--- src/sv/imu_cf_fifo.sv ---
// Short queue between the front and the back part, registered read.
// Depends on nothing but its parameters.
`default_nettype none
module imu_cf_fifo #(
  parameter int DEPTH = 4,
  parameter int W = 73
) (
  input  wire logic         clk,
  input  wire logic         rst_n,
  input  wire logic         push,
  input  wire logic [W-1:0] wr_data,
  input  wire logic         pop,
  output logic [W-1:0]      rd_data,
  output logic              full,
  output logic              empty
);
  localparam int AW = (DEPTH > 1) ? $clog2(DEPTH) : 1;
  localparam int CW = $clog2(DEPTH + 1);

  logic [W-1:0]  mem [DEPTH];
  logic [AW-1:0] wp_r, rp_r;
  logic [CW-1:0] cnt_r;
  logic [W-1:0]  rd_data_r;
  logic          do_push, do_pop;

  assign full = (cnt_r == CW'(DEPTH));
  assign empty = (cnt_r == '0);
  assign do_push = push && !full;
  assign do_pop = pop && !empty;

  always_ff @(posedge clk) begin
    if (!rst_n) begin
      wp_r <= '0;
      rp_r <= '0;
      cnt_r <= '0;
    end else begin
      if (do_push) begin
        wp_r <= (wp_r == AW'(DEPTH - 1)) ? '0 : wp_r + 1'b1;
      end
      if (do_pop) begin
        rp_r <= (rp_r == AW'(DEPTH - 1)) ? '0 : rp_r + 1'b1;
      end
      cnt_r <= cnt_r + CW'(do_push) - CW'(do_pop);
    end
  end

  always_ff @(posedge clk) begin
    if (do_push) begin
      mem[wp_r] <= wr_data;
    end
    if (do_pop) begin
      rd_data_r <= mem[rp_r];
    end
  end

  assign rd_data = rd_data_r;
endmodule
`default_nettype wire

--- config.mk ---
export PLATFORM = sky130hd
export DESIGN_NAME = imu_cf_fifo
export DESIGN_NICKNAME = d
export VERILOG_FILES = /design/src/sv/imu_cf_fifo.sv
export SDC_FILE = /design/constraint.sdc
export NUM_CORES = 1
export LEC_CHECK = 0
export ABC_AREA = 1
export BUFFER_PORTS_ARGS = -buffer_cell sky130_fd_sc_hd__buf_2
export CELL_PAD_IN_SITES_DETAIL_PLACEMENT = 0
export CELL_PAD_IN_SITES_GLOBAL_PLACEMENT = 1
export CORE_UTILIZATION = 49
export DETAILED_ROUTE_END_ITERATION = 7
export GPL_ROUTABILITY_DRIVEN = 0
export HOLD_SLACK_MARGIN = 0.05
export MAX_ROUTING_LAYER = met4
export PLACE_DENSITY = 0.82
export RECOVER_POWER = 100
export REMOVE_ABC_BUFFERS = 1
export SYNTH_ARGS = -nofsm -noshare
export SYNTH_HDL_FRONTEND = slang
export SYNTH_SLANG_ARGS = --single-unit
--- constraint.sdc ---
create_clock -name clk -period 5 [get_ports clk]
set_input_delay 0.25 -clock clk [delete_from_list [all_inputs] [get_ports clk]]
set_output_delay 0.25 -clock clk [all_outputs]
set_load 0.02 [all_outputs]
==> metrics.txt <==
# clock sinks 372; vias per cell 5.30; die span in x 168 um; clk root buf clkbuf_16; global-route wire length before repair 41.1 mm; Worst slew margin -0.461; outcome finished with violations; Hold Crit Class in2reg; hold slack 0.533 ns; fin nets 1160; DR WL/cell 18.7 um; Synth Area in Simple Gates 0.0497; share of the synthesized area in the top cell type 0.814; Critical-path top delay cell clkinvlp_2; skew final 0.0163 ns; number of enable flip-flop cells after synthesis 365; die area 28200 um^2; cell with the most instances after synthesis edfxtp_1; PwrDens 544 nW/um^2; total track usage 0.197; Initial DRC Count 723; vias in the first global route 7569; Buffers on Ports 151; fraction of layout cells with a size suffix above 1 0.0590; initial core utilization 0.500; P&R area growth vs syn 20.1%; die height 168 um; CP required 5.45 ns; Core Region 27000 um^2; synth top area cells edfxtp_1, nor2_1, o22ai_1, o21ai_0, o21ai_1; # IOs 152; Filler Cells Inserted 2082; XOR/XNOR share of the synthesized area 0.000650; Critical Path AT 3.87 ns; FP Rows 60; post-synth top area cell edfxtp_1; TritonCTS clock tree yes; ys async rst share 0; sequential element share of the synthesized area 0.824; Max Cap Violations 4; Worst Tran Pin Value 2.19 ns; max incr delay on CP 1.00 ns; Most used DFF post-synth edfxtp_1; Leak Pwr 5.33 nW; # DRC 0; cell count after synthesis 843; Routed WL 27.1 mm; mux cell area share after synthesis 0; CP max FO 23; post-synthesis compound-gate area fraction 0.0889; Synth Cell Area 13500 um^2; pin count of the biggest net entering global routing 91; post-route ant nets 0; Clock Latency Late Sink 0.52 ns; adder-cell area share of the yosys netlist 0.00799; period utilization 0.684; Avg Inst Size Synth 16.0 um^2; Congestion Overflow GR 0; Reg area 11100 um^2; Cell variety after synth 22; Sum Neg Setup Slack 0 ns; Clock Path Buffers 3; WL met3 1.44 mm; dpl hpwl 14.2 mm; failing checks capacitance limit, slew limit; Post-synth top cells edfxtp_1, nor2_1, o21ai_0; startpoint types register; # setup viols final 0; largest family of logic cells by synthesized area compound AO/OA/AOI/OAI gates; critical-path cell list nor2_1 > nand2_1 > nand2_1 > clkinvlp_2 > ha_1 > inv_1 > ha_1 > fa_1 > nand2_1 > nand2_1 > nor2_1; final hold vios 0; f_max 292 MHz; RSZ-0062 raised after global routing false; # H-tree levels 2; first-pass detailed-route iteration total 5; Setup Buffers After CTS 0; initial antenna violation count 2; via count 7652; Multi-input gate area 2010 um^2; peak supply drop 0.253 mV; wire length on met1 11.9 mm; kind of critical path reg2reg; CP Capture Type register; Final min period 3.42 ns; clk slew on worst S/H paths 0.06 ns; max-slew violation count 225; Met2 Wirelength 13.2 mm; Yosys reg bits 372; cell mode on critical path nand2_1; highest metal used met4; CTS Buf Count 37; Synth warnings 0
==> where the power goes <==
part	total (mW)	switching, mW	leakage (nW)	internal [mW]
Combinational	1.80	1.33	1.34	0.474
Clock	2.66	1.08	0.569	1.58
Sequential	4.34	0.205	3.42	4.14
Total	8.81	2.62	5.33	6.19
==> per-stage QoR <==
stage	total power [mW]	instance area (um^2)	setup slack, ns	std cells	utilization
after floorplan	5.54	13200	0.703	796	-
after global placement	6.19	14500	2.53	1300	0.537
after detailed placement	6.24	14500	2.47	1300	0.537
after CTS	8.95	16400	2.46	1443	0.608
after global routing	9.21	16200	1.26	1445	0.600
final	8.81	16200	1.58	1445	0.600
==> repair_timing <==
action                                 4_1_cts  5_1_grt
endpoints found under the hold margin      299        0
resized for setup                            0        0
hold buffers                                77        0
==> critical path, delay by kind of cell (launching register included) <==
kind,cells,cell delay (ns)
simple gates,6,0.67
buf+inv,2,1.04
flops,1,0.33
fa+ha+maj,3,1.33
==> state kept, by name, summed over array words and instances (netlist names) <==
name     count
rd_data     73
rp_r         2
cnt_r        3
mem        292
wp_r         2
==> path summary, 6_finish.rpt <==
check	startpoint	to	slack, ns	cells past startpoint
setup / recovery	cnt_r[1]	cnt_r[2]	1.58	11
hold / removal	wr_data[35]	mem[2][35]	0.53	2
setup reg to reg	cnt_r[1]	cnt_r[2]	1.58	11
hold reg to reg	cnt_r[0]	cnt_r[0]	0.57	3
==> logic make-up after synthesis <==
kind of cell / Yosys count
simple gates: 177
buf+inv: 64
flops: 372
fa+ha+maj: 8
xor+xnor: 1
compound gates: 221
==> layer usage <==
layer  GRT usage  vias up
met2       0.317      221
met4      0.0634        0
met1       0.258     3739
met5           -        -
li1            -     3646
met3      0.0343       46
==> final cells by class <==
| type | count | share of cell area |
|---|---|---|
| clock inverters | 16 | 0.00920 |
| clock buffers | 50 | 0.0629 |
| well taps | 341 | 0.0264 |
| inverters | 17 | 0.00418 |
| repair buffers | 240 | 0.0868 |
| multi-input cells | 407 | 0.124 |
| flip-flops and latches | 372 | 0.686 |
| diodes | 2 | 0.000309 |
==> placed cells by master (no fill, tap or decap), types with 2 or more instances in the layout <==
cell | Yosys | layout
clkbuf_2 | 3 | 3
bufinv_16 | 0 | 3
clkinv_1 | 1 | 8
inv_1 | 15 | 14
clkbuf_16 | 0 | 39
o21ai_0 | 79 | 105
nand2_1 | 15 | 15
diode_2 | 0 | 2
dfxtp_1 | 7 | 5
clkinv_2 | 0 | 4
ha_1 | 7 | 7
clkbuf_1 | 17 | 164
edfxtp_1 | 365 | 365
dlygate4sd3_1 | 0 | 77
nor2_1 | 160 | 157
buf_2 | 5 | 3
a21oi_1 | 2 | 2
nor2_4 | 0 | 3
buf_4 | 6 | 4
o21ai_1 | 67 | 41
o22ai_1 | 73 | 73
Note: power is estimated with default switching activity, not from simulation.
