## config.mk

```make
export PLATFORM = sky130hd
export DESIGN_NAME = imu_cf_front
export DESIGN_NICKNAME = d
export VERILOG_FILES = /design/src/sv/imu_cf_pkg.sv /design/src/sv/imu_cf_cdiv.sv /design/src/sv/imu_cf_front.sv
export SDC_FILE = /design/constraint.sdc
export NUM_CORES = 2
export LEC_CHECK = 0
export ABC_AREA = 1
export BUFFER_PORTS_ARGS = -buffer_cell sky130_fd_sc_hd__buf_2
export CAP_MARGIN = 20
export CORE_MARGIN = 10
export CORE_UTILIZATION = 45
export CTS_CLUSTER_DIAMETER = 200
export DETAILED_ROUTE_END_ITERATION = 6
export GPL_TIMING_DRIVEN = 0
export PLACE_DENSITY = 0.67
export SYNTH_ARGS = -nofsm -noshare
export SYNTH_HDL_FRONTEND = slang
export SYNTH_SLANG_ARGS = --single-unit
```

## constraint.sdc

```tcl
create_clock -name clk -period 17.5 [get_ports clk]
set_input_delay 1.75 -clock clk [delete_from_list [all_inputs] [get_ports clk]]
set_output_delay 1.75 -clock clk [all_outputs]
set_load 0.02 [all_outputs]
```

## src/sv/imu_cf_pkg.sv

```systemverilog
// Package for the IMU complementary filter: types, codes, reset values
// and the CORDIC arctangent table. No dependencies.
`default_nettype none
package imu_cf_pkg;

  localparam int CALIB_SAMPLES_DEF = 100;
  localparam int CORDIC_STEPS_DEF = 16;
  localparam int QUEUE_DEPTH_DEF = 4;
  localparam int CFG_W = 20;

  localparam logic [15:0] BLEND_K_RST = 16'd64225;
  localparam logic [19:0] GYRO_SCALE_RST = 20'd4588;

  localparam logic REG_BLEND_K = 1'b0;
  localparam logic REG_GYRO_SCALE = 1'b1;

  localparam logic [1:0] PH_CAL = 2'd0;
  localparam logic [1:0] PH_SEED = 2'd1;
  localparam logic [1:0] PH_FILT = 2'd2;

  typedef enum logic [1:0] {
    KIND_CAL  = 2'd0,
    KIND_SEED = 2'd1,
    KIND_FILT = 2'd2
  } kind_t;

  typedef struct packed {
    kind_t              kind;
    logic signed [15:0] gx;
    logic signed [15:0] gy;
    logic signed [12:0] ax;
    logic signed [12:0] ay;
    logic signed [12:0] az;
  } q_entry_t;

  typedef struct packed {
    logic signed [15:0] x;
    logic signed [15:0] y;
  } bias_t;

  function automatic logic [31:0] atan_entry(input logic [4:0] i);
    logic [31:0] v;
    case (i)
      5'd0:  v = 32'd377487360;
      5'd1:  v = 32'd222843801;
      5'd2:  v = 32'd117744544;
      5'd3:  v = 32'd59768969;
      5'd4:  v = 32'd30000467;
      5'd5:  v = 32'd15014858;
      5'd6:  v = 32'd7509261;
      5'd7:  v = 32'd3754860;
      5'd8:  v = 32'd1877459;
      5'd9:  v = 32'd938733;
      5'd10: v = 32'd469367;
      5'd11: v = 32'd234683;
      5'd12: v = 32'd117342;
      5'd13: v = 32'd58671;
      5'd14: v = 32'd29335;
      5'd15: v = 32'd14668;
      5'd16: v = 32'd7334;
      5'd17: v = 32'd3667;
      5'd18: v = 32'd1833;
      5'd19: v = 32'd917;
      5'd20: v = 32'd458;
      5'd21: v = 32'd229;
      5'd22: v = 32'd115;
      5'd23: v = 32'd57;
      default: v = 32'd0;
    endcase
    return v;
  endfunction

endpackage
`default_nettype wire

```

## src/sv/imu_cf_cdiv.sv

```systemverilog
// Divider of a signed value by a constant through a reciprocal multiplication.
// Returns the magnitude quotient, the sign and whether a remainder is left.
// Depends on nothing but its parameters.
`default_nettype none
module imu_cf_cdiv #(
  parameter int W = 27,
  parameter int D = 100
) (
  input  wire logic                clk,
  input  wire logic                rst_n,
  input  wire logic                start,
  input  wire logic signed [W-1:0] dividend,
  output logic                     done,
  output logic [W-1:0]             quot,
  output logic                     neg,
  output logic                     rem_nz
);
  localparam int DB = $clog2(D);
  localparam int S = W + DB;
  localparam int MW = W + 1;
  localparam longint unsigned RECIP = ((64'd1 << S) / D) + 1;
  localparam logic [MW-1:0] MC = MW'(RECIP);
  localparam logic [W-1:0] DC = W'(D);

  logic [W-1:0]    mag_r;
  logic            neg_r;
  logic [W+MW-1:0] prod_r;
  logic [W-1:0]    quot_r;
  logic            rem_nz_r;
  logic [2:0]      stg_r;
  logic            done_r;

  always_ff @(posedge clk) begin
    if (!rst_n) begin
      stg_r <= '0;
      done_r <= 1'b0;
    end else begin
      stg_r <= {stg_r[1:0], start};
      done_r <= stg_r[2];
    end
    if (start) begin
      neg_r <= dividend[W-1];
      mag_r <= dividend[W-1] ? W'(-dividend) : W'(dividend);
    end
    if (stg_r[0]) begin
      prod_r <= mag_r * MC;
    end
    if (stg_r[1]) begin
      quot_r <= W'(prod_r >> S);
    end
    if (stg_r[2]) begin
      rem_nz_r <= (mag_r != W'(quot_r * DC));
    end
  end

  assign done = done_r;
  assign quot = quot_r;
  assign neg = neg_r;
  assign rem_nz = rem_nz_r;
endmodule
`default_nettype wire

```

## src/sv/imu_cf_front.sv

```systemverilog
// Front part: accepts samples, keeps the calibration sums and the gyro
// biases, and tags each sample for the back part. Uses imu_cf_pkg, imu_cf_cdiv.
`default_nettype none
module imu_cf_front #(
  parameter int CALIB_SAMPLES = 100
) (
  input  wire logic                clk,
  input  wire logic                rst_n,
  input  wire logic                in_valid,
  input  wire logic [70:0]         in_data,
  output logic                     in_ready,
  input  wire logic                q_full,
  output logic                     q_push,
  output imu_cf_pkg::q_entry_t     q_entry,
  output imu_cf_pkg::bias_t        bias
);
  import imu_cf_pkg::*;

  localparam int CW = $clog2(CALIB_SAMPLES + 1);
  localparam int SW = 16 + CW;

  typedef enum logic [2:0] {
    F_CAL  = 3'b001,
    F_BIAS = 3'b010,
    F_RUN  = 3'b100
  } fstate_t;

  fstate_t              st_r, st_nxt;
  logic                 seeded_r, seeded_nxt;
  logic [CW-1:0]        cnt_r, cnt_nxt;
  logic signed [SW-1:0] sx_r, sx_nxt, sy_r, sy_nxt;
  logic                 start_r, start_nxt;
  bias_t                bias_r, bias_nxt;
  logic                 acc;
  logic                 dx_done, dy_done, dx_neg, dy_neg, dx_nz, dy_nz;
  logic [SW-1:0]        dx_q, dy_q;
  logic signed [15:0]   gx, gy;

  assign gx = in_data[15:0];
  assign gy = in_data[31:16];
  assign in_ready = !q_full && (st_r != F_BIAS);
  assign acc = in_valid && in_ready;

  always_comb begin
    st_nxt = st_r;
    seeded_nxt = seeded_r;
    cnt_nxt = cnt_r;
    sx_nxt = sx_r;
    sy_nxt = sy_r;
    start_nxt = 1'b0;
    bias_nxt = bias_r;
    q_push = 1'b0;
    q_entry.kind = KIND_CAL;
    q_entry.gx = gx;
    q_entry.gy = gy;
    q_entry.ax = in_data[44:32];
    q_entry.ay = in_data[57:45];
    q_entry.az = in_data[70:58];
    case (st_r)
      F_CAL: begin
        if (acc) begin
          q_push = 1'b1;
          sx_nxt = sx_r + SW'(gx);
          sy_nxt = sy_r + SW'(gy);
          cnt_nxt = cnt_r + 1'b1;
          if (cnt_nxt >= CW'(CALIB_SAMPLES)) begin
            cnt_nxt = '0;
            start_nxt = 1'b1;
            st_nxt = F_BIAS;
          end
        end
      end
      F_BIAS: begin
        if (dx_done) begin
          bias_nxt.x = dx_neg ? 16'(-dx_q) : 16'(dx_q);
          bias_nxt.y = dy_neg ? 16'(-dy_q) : 16'(dy_q);
          st_nxt = F_RUN;
        end
      end
      F_RUN: begin
        q_entry.kind = seeded_r ? KIND_FILT : KIND_SEED;
        if (acc) begin
          q_push = 1'b1;
          seeded_nxt = 1'b1;
        end
      end
      default: st_nxt = F_CAL;
    endcase
  end

  imu_cf_cdiv #(.W(SW), .D(CALIB_SAMPLES)) u_div_x (
    .clk(clk), .rst_n(rst_n), .start(start_r), .dividend(sx_r),
    .done(dx_done), .quot(dx_q), .neg(dx_neg), .rem_nz(dx_nz)
  );

  imu_cf_cdiv #(.W(SW), .D(CALIB_SAMPLES)) u_div_y (
    .clk(clk), .rst_n(rst_n), .start(start_r), .dividend(sy_r),
    .done(dy_done), .quot(dy_q), .neg(dy_neg), .rem_nz(dy_nz)
  );

  always_ff @(posedge clk) begin
    if (!rst_n) begin
      st_r <= F_CAL;
      seeded_r <= 1'b0;
      cnt_r <= '0;
      sx_r <= '0;
      sy_r <= '0;
      start_r <= 1'b0;
      bias_r <= '0;
    end else begin
      st_r <= st_nxt;
      seeded_r <= seeded_nxt;
      cnt_r <= cnt_nxt;
      sx_r <= sx_nxt;
      sy_r <= sy_nxt;
      start_r <= start_nxt;
      bias_r <= bias_nxt;
    end
  end

  assign bias = bias_r;
endmodule
`default_nettype wire

```

==> impl_metrics.env <==
export IMPL_cpPeakStageDelay_ns=0.70
export IMPL_synth_ff_type="edfxtp_1"
export IMPL_first_global_vias=26900
export IMPL_synth_nets=4986
export IMPL_setup_violations=0
export IMPL_outcome="complete, no violations"
export IMPL_ys_top_cells_by_count="inv_1, nand2_1, ha_1, fa_1, nor2_1"
export IMPL_grt_pass1_wl_um=142000
export IMPL_postRouteAntennaNets=0
export IMPL_worst_slew_pin_transition_ns=1.10
export IMPL_finClkSkew_ns=0.0274
export IMPL_start_util_pct=45.5
export IMPL_end_kind="flip-flop"
export IMPL_ys_seq_area_share_pct=16.1
export IMPL_path_cells="fa_1 -> fa_1 -> inv_1 -> fa_1 -> inv_1 -> fa_1 -> fa_1 -> fa_1 -> inv_1 -> fa_1 -> inv_1 -> ha_1 -> nand2_1 -> o21ai_0 -> a21oi_1 -> o21a_1 -> nand3_1 -> nand2_1"
export IMPL_coreArea_um2=71600
export IMPL_finalInstanceArea_um2=35300
export IMPL_syn_avg_cell_area_um2=8.16
export IMPL_cp_start_kind="flip-flop"
export IMPL_vias_per_cell=5.03
export IMPL_drt_initial_drc_count=1590
export IMPL_nets=5157
export IMPL_synth_edff_count=112
export IMPL_cp_common_cell="fa_1"
export IMPL_yosys_area_top_type="fa_1"
export IMPL_cts_sinks=206
export IMPL_die_h_um=289
export IMPL_fp_row_count=98
export IMPL_ys_types=49
export IMPL_timing_setup_tns_ns=0
export IMPL_first_pass_iters=7
export IMPL_maxCapViolCount=0
export IMPL_synth_most_common_cell="inv_1"
export IMPL_htree_levels=1
export IMPL_leakagePower_nw=18.8
export IMPL_critPathKind="reg2reg"
export IMPL_power_density_nw_per_um2=36.0
export IMPL_cp_arrival_ns=6.59
export IMPL_grt_start_max_net_pins=34
export IMPL_gp_congestion=0.987
export IMPL_synthDominantCellAreaShare_pct=24.0
export IMPL_cts_tree="built"
export IMPL_crit_path_max_fanout=8
export IMPL_max_vdd_ir_drop_mv=0.0525
export IMPL_fin_crit_sh_pct=35.9
export IMPL_hold_depth=0
export IMPL_fin_util_pct=49.2
export IMPL_r2r_end="u_div_y.prod_r[31]$_DFFE_PP_"
export IMPL_period_minus_slack_ns=6.27
export IMPL_path_clk_slew_ns=0.06
export IMPL_cts_buffers=26
export IMPL_synth_area_um2=32600
export IMPL_slowest_stage="edfxtp_1"
export IMPL_drcViolationCount=0
export IMPL_antennaDiodeCount=0
export IMPL_hold_violations=0
export IMPL_clkLatencyLatePin_ns=0.57
export IMPL_holdPathEnd="u_div_x.quot[3]$_DFFE_PP_"
export IMPL_post_cts_buffers=0
export IMPL_grtUsageTotal_pct=21.5
export IMPL_rsz0062_at_grt="false"
export IMPL_fmax_mhz=159
export IMPL_dieArea_um2=83500
export IMPL_dp_hpwl_um=77500
export IMPL_slew_violations=0
export IMPL_route_detailed_wl_per_inst_um=17.2
export IMPL_wl_um=88300
export IMPL_critPathRequiredTime_ns=17.81
export IMPL_holdCritStartpoint="u_div_x.prod_r[33]$_DFFE_PP_"
export IMPL_ys_ff_latch=206
export IMPL_ff2ff_setup_slack_ns=11.23
export IMPL_vias=25800
export IMPL_timing_hold_ws_ns=0.413
export IMPL_fp_dieW_um=289
export IMPL_async_flop_share_pct=0
export IMPL_cts_buffer_depth=3
export IMPL_yosys_top_cells_area="fa_1, ha_1, inv_1"
export IMPL_area_growth_syn_to_layout_pct=8.32
export IMPL_hold_path_class="reg2reg"
export IMPL_r2r_start="u_div_y.mag_r[4]$_DFFE_PP_"
export IMPL_reg2regPathDepth=18
export IMPL_port_buffers=142
export IMPL_synthCells=3992
export IMPL_clock_root_buffer="clkbuf_16"
export IMPL_slew_headroom_pct=26.5
export IMPL_cts_hold_buf=0
export IMPL_antenna_found_initial=0
export IMPL_grt_overflow_total=0
export IMPL_ios=182
export IMPL_drive_above_1_share_pct=8.39
export IMPL_postPlaceCellArea_um2=34500
export IMPL_ys_warn_count=0
export IMPL_fillers=6961
export IMPL_cts_repair_resized=0
[worst max-delay path by stage]
| stage | endpoint | start | cells after the start | slack [ns] |
|---|---|---|---|---|
| global route | u_div_x.prod_r[42]$_DFFE_PP_ | u_div_x.mag_r[14]$_DFFE_PP_ | 23 | 10.89 |
| finish | u_div_y.prod_r[31]$_DFFE_PP_ | u_div_y.mag_r[4]$_DFFE_PP_ | 18 | 11.23 |
| CTS | u_div_x.prod_r[34]$_DFFE_PP_ | u_div_x.mag_r[5]$_DFFE_PP_ | 21 | 11.28 |
| global placement | u_div_y.prod_r[32]$_DFFE_PP_ | u_div_y.mag_r[6]$_DFFE_PP_ | 22 | 11.30 |
| floorplan | u_div_y.prod_r[45]$_DFFE_PP_ | u_div_y.mag_r[6]$_DFFE_PP_ | 23 | 11.96 |
| detailed placement | u_div_x.prod_r[34]$_DFFE_PP_ | u_div_x.mag_r[14]$_DFFE_PP_ | 23 | 11.26 |
[registers in the layout (all words and copies together) (netlist names), 3 cells and up]
register        flops
sy_r               23
u_div_x.prod_r     16
u_div_y.quot       16
bias               32
u_div_y.mag_r      23
u_div_x.stg_r       3
u_div_x.mag_r      23
sx_r               23
u_div_x.quot       16
st_r                3
cnt_r               7
u_div_y.prod_r     16
[cells by family (layout without fill, tap and decap cells)]
kind of cell / count (synthesis) / in the layout / share of synthesized area [%]
AOI/OAI and AO/OA: 444 / 444 / 7.36
DFF: 206 / 206 / 16.1
buffers and inverters: 1079 / 1270 / 13.4
and+or+nand+nor: 1256 / 1256 / 16.4
adders and majority gates: 919 / 919 / 44.3
xor gates and xnor gates: 88 / 88 / 2.41
[stage by stage]
stage                     total power [mW]  instances  setup WS [ns]
final                                 1.27       5133          11.23
after CTS                             1.28       5133          11.28
after global placement               0.781       5084          11.30
after detailed placement             0.783       5085          11.26
after global routing                  1.33       5133          10.89
after floorplan                      0.715       3992          11.96
[final cells by class]
cell class	count	area (µm²)	area share (%)
inverters	977	3670	10.4
repair buffers	143	731	2.07
clock inverters	17	116	0.330
flip-flops and latches	206	5250	14.9
plain buffers	102	681	1.93
multi-input cells	2707	23000	65.1
clock buffers	31	669	1.90
well taps	950	1190	3.37
[metal layers]
metal	GRT usage (%)	part of all wire, %	routed length, µm
met3	3.28	5.8	5140
met5	0	0	0
met4	6.72	3.4	3010
met2	36.4	46	41000
met1	28.1	44	39100
[critical path, delay by kind of cell (launching register included)]
| family | cells | cell delay [ns] |
|---|---|---|
| buffers and inverters | 4 | 0.22 |
| AO/OA/AOI/OAI | 3 | 0.95 |
| AND/OR/NAND/NOR | 3 | 0.26 |
| flip-flops | 1 | 0.70 |
| adder cells (fa/ha/maj) | 8 | 3.92 |
[cell usage in the layout, fill, tap and decap left out, types with 3 or more instances in the layout]
cell type / n
nand2_1: 681
or2_2: 8
nand3_1: 170
clkbuf_16: 26
buf_4: 73
buf_2: 155
clkinv_2: 9
o21bai_1: 17
and2_1: 4
edfxtp_1: 112
o211ai_1: 6
nand3b_1: 3
clkinv_1: 4
inv_2: 17
nand2_2: 7
o21ai_0: 137
nor3_2: 8
clkbuf_1: 19
o21a_1: 21
fa_1: 390
xnor2_1: 15
inv_1: 957
dfxtp_1: 91
ha_1: 529
nor2_1: 255
nand3_2: 3
nor3_1: 29
a21o_1: 14
dfxtp_2: 3
xor2_1: 71
o21ai_1: 17
nand4_1: 55
nor2_2: 23
a21boi_0: 3
a21oi_1: 218
a31oi_1: 6
[power by group]
| part | total, mW | internal (mW) | switching (mW) |
|---|---|---|---|
| logic | 0.240 | 0.0849 | 0.155 |
| registers | 0.537 | 0.521 | 0.0153 |
| clock network | 0.494 | 0.276 | 0.218 |
(Power assumes the default switching activity.)
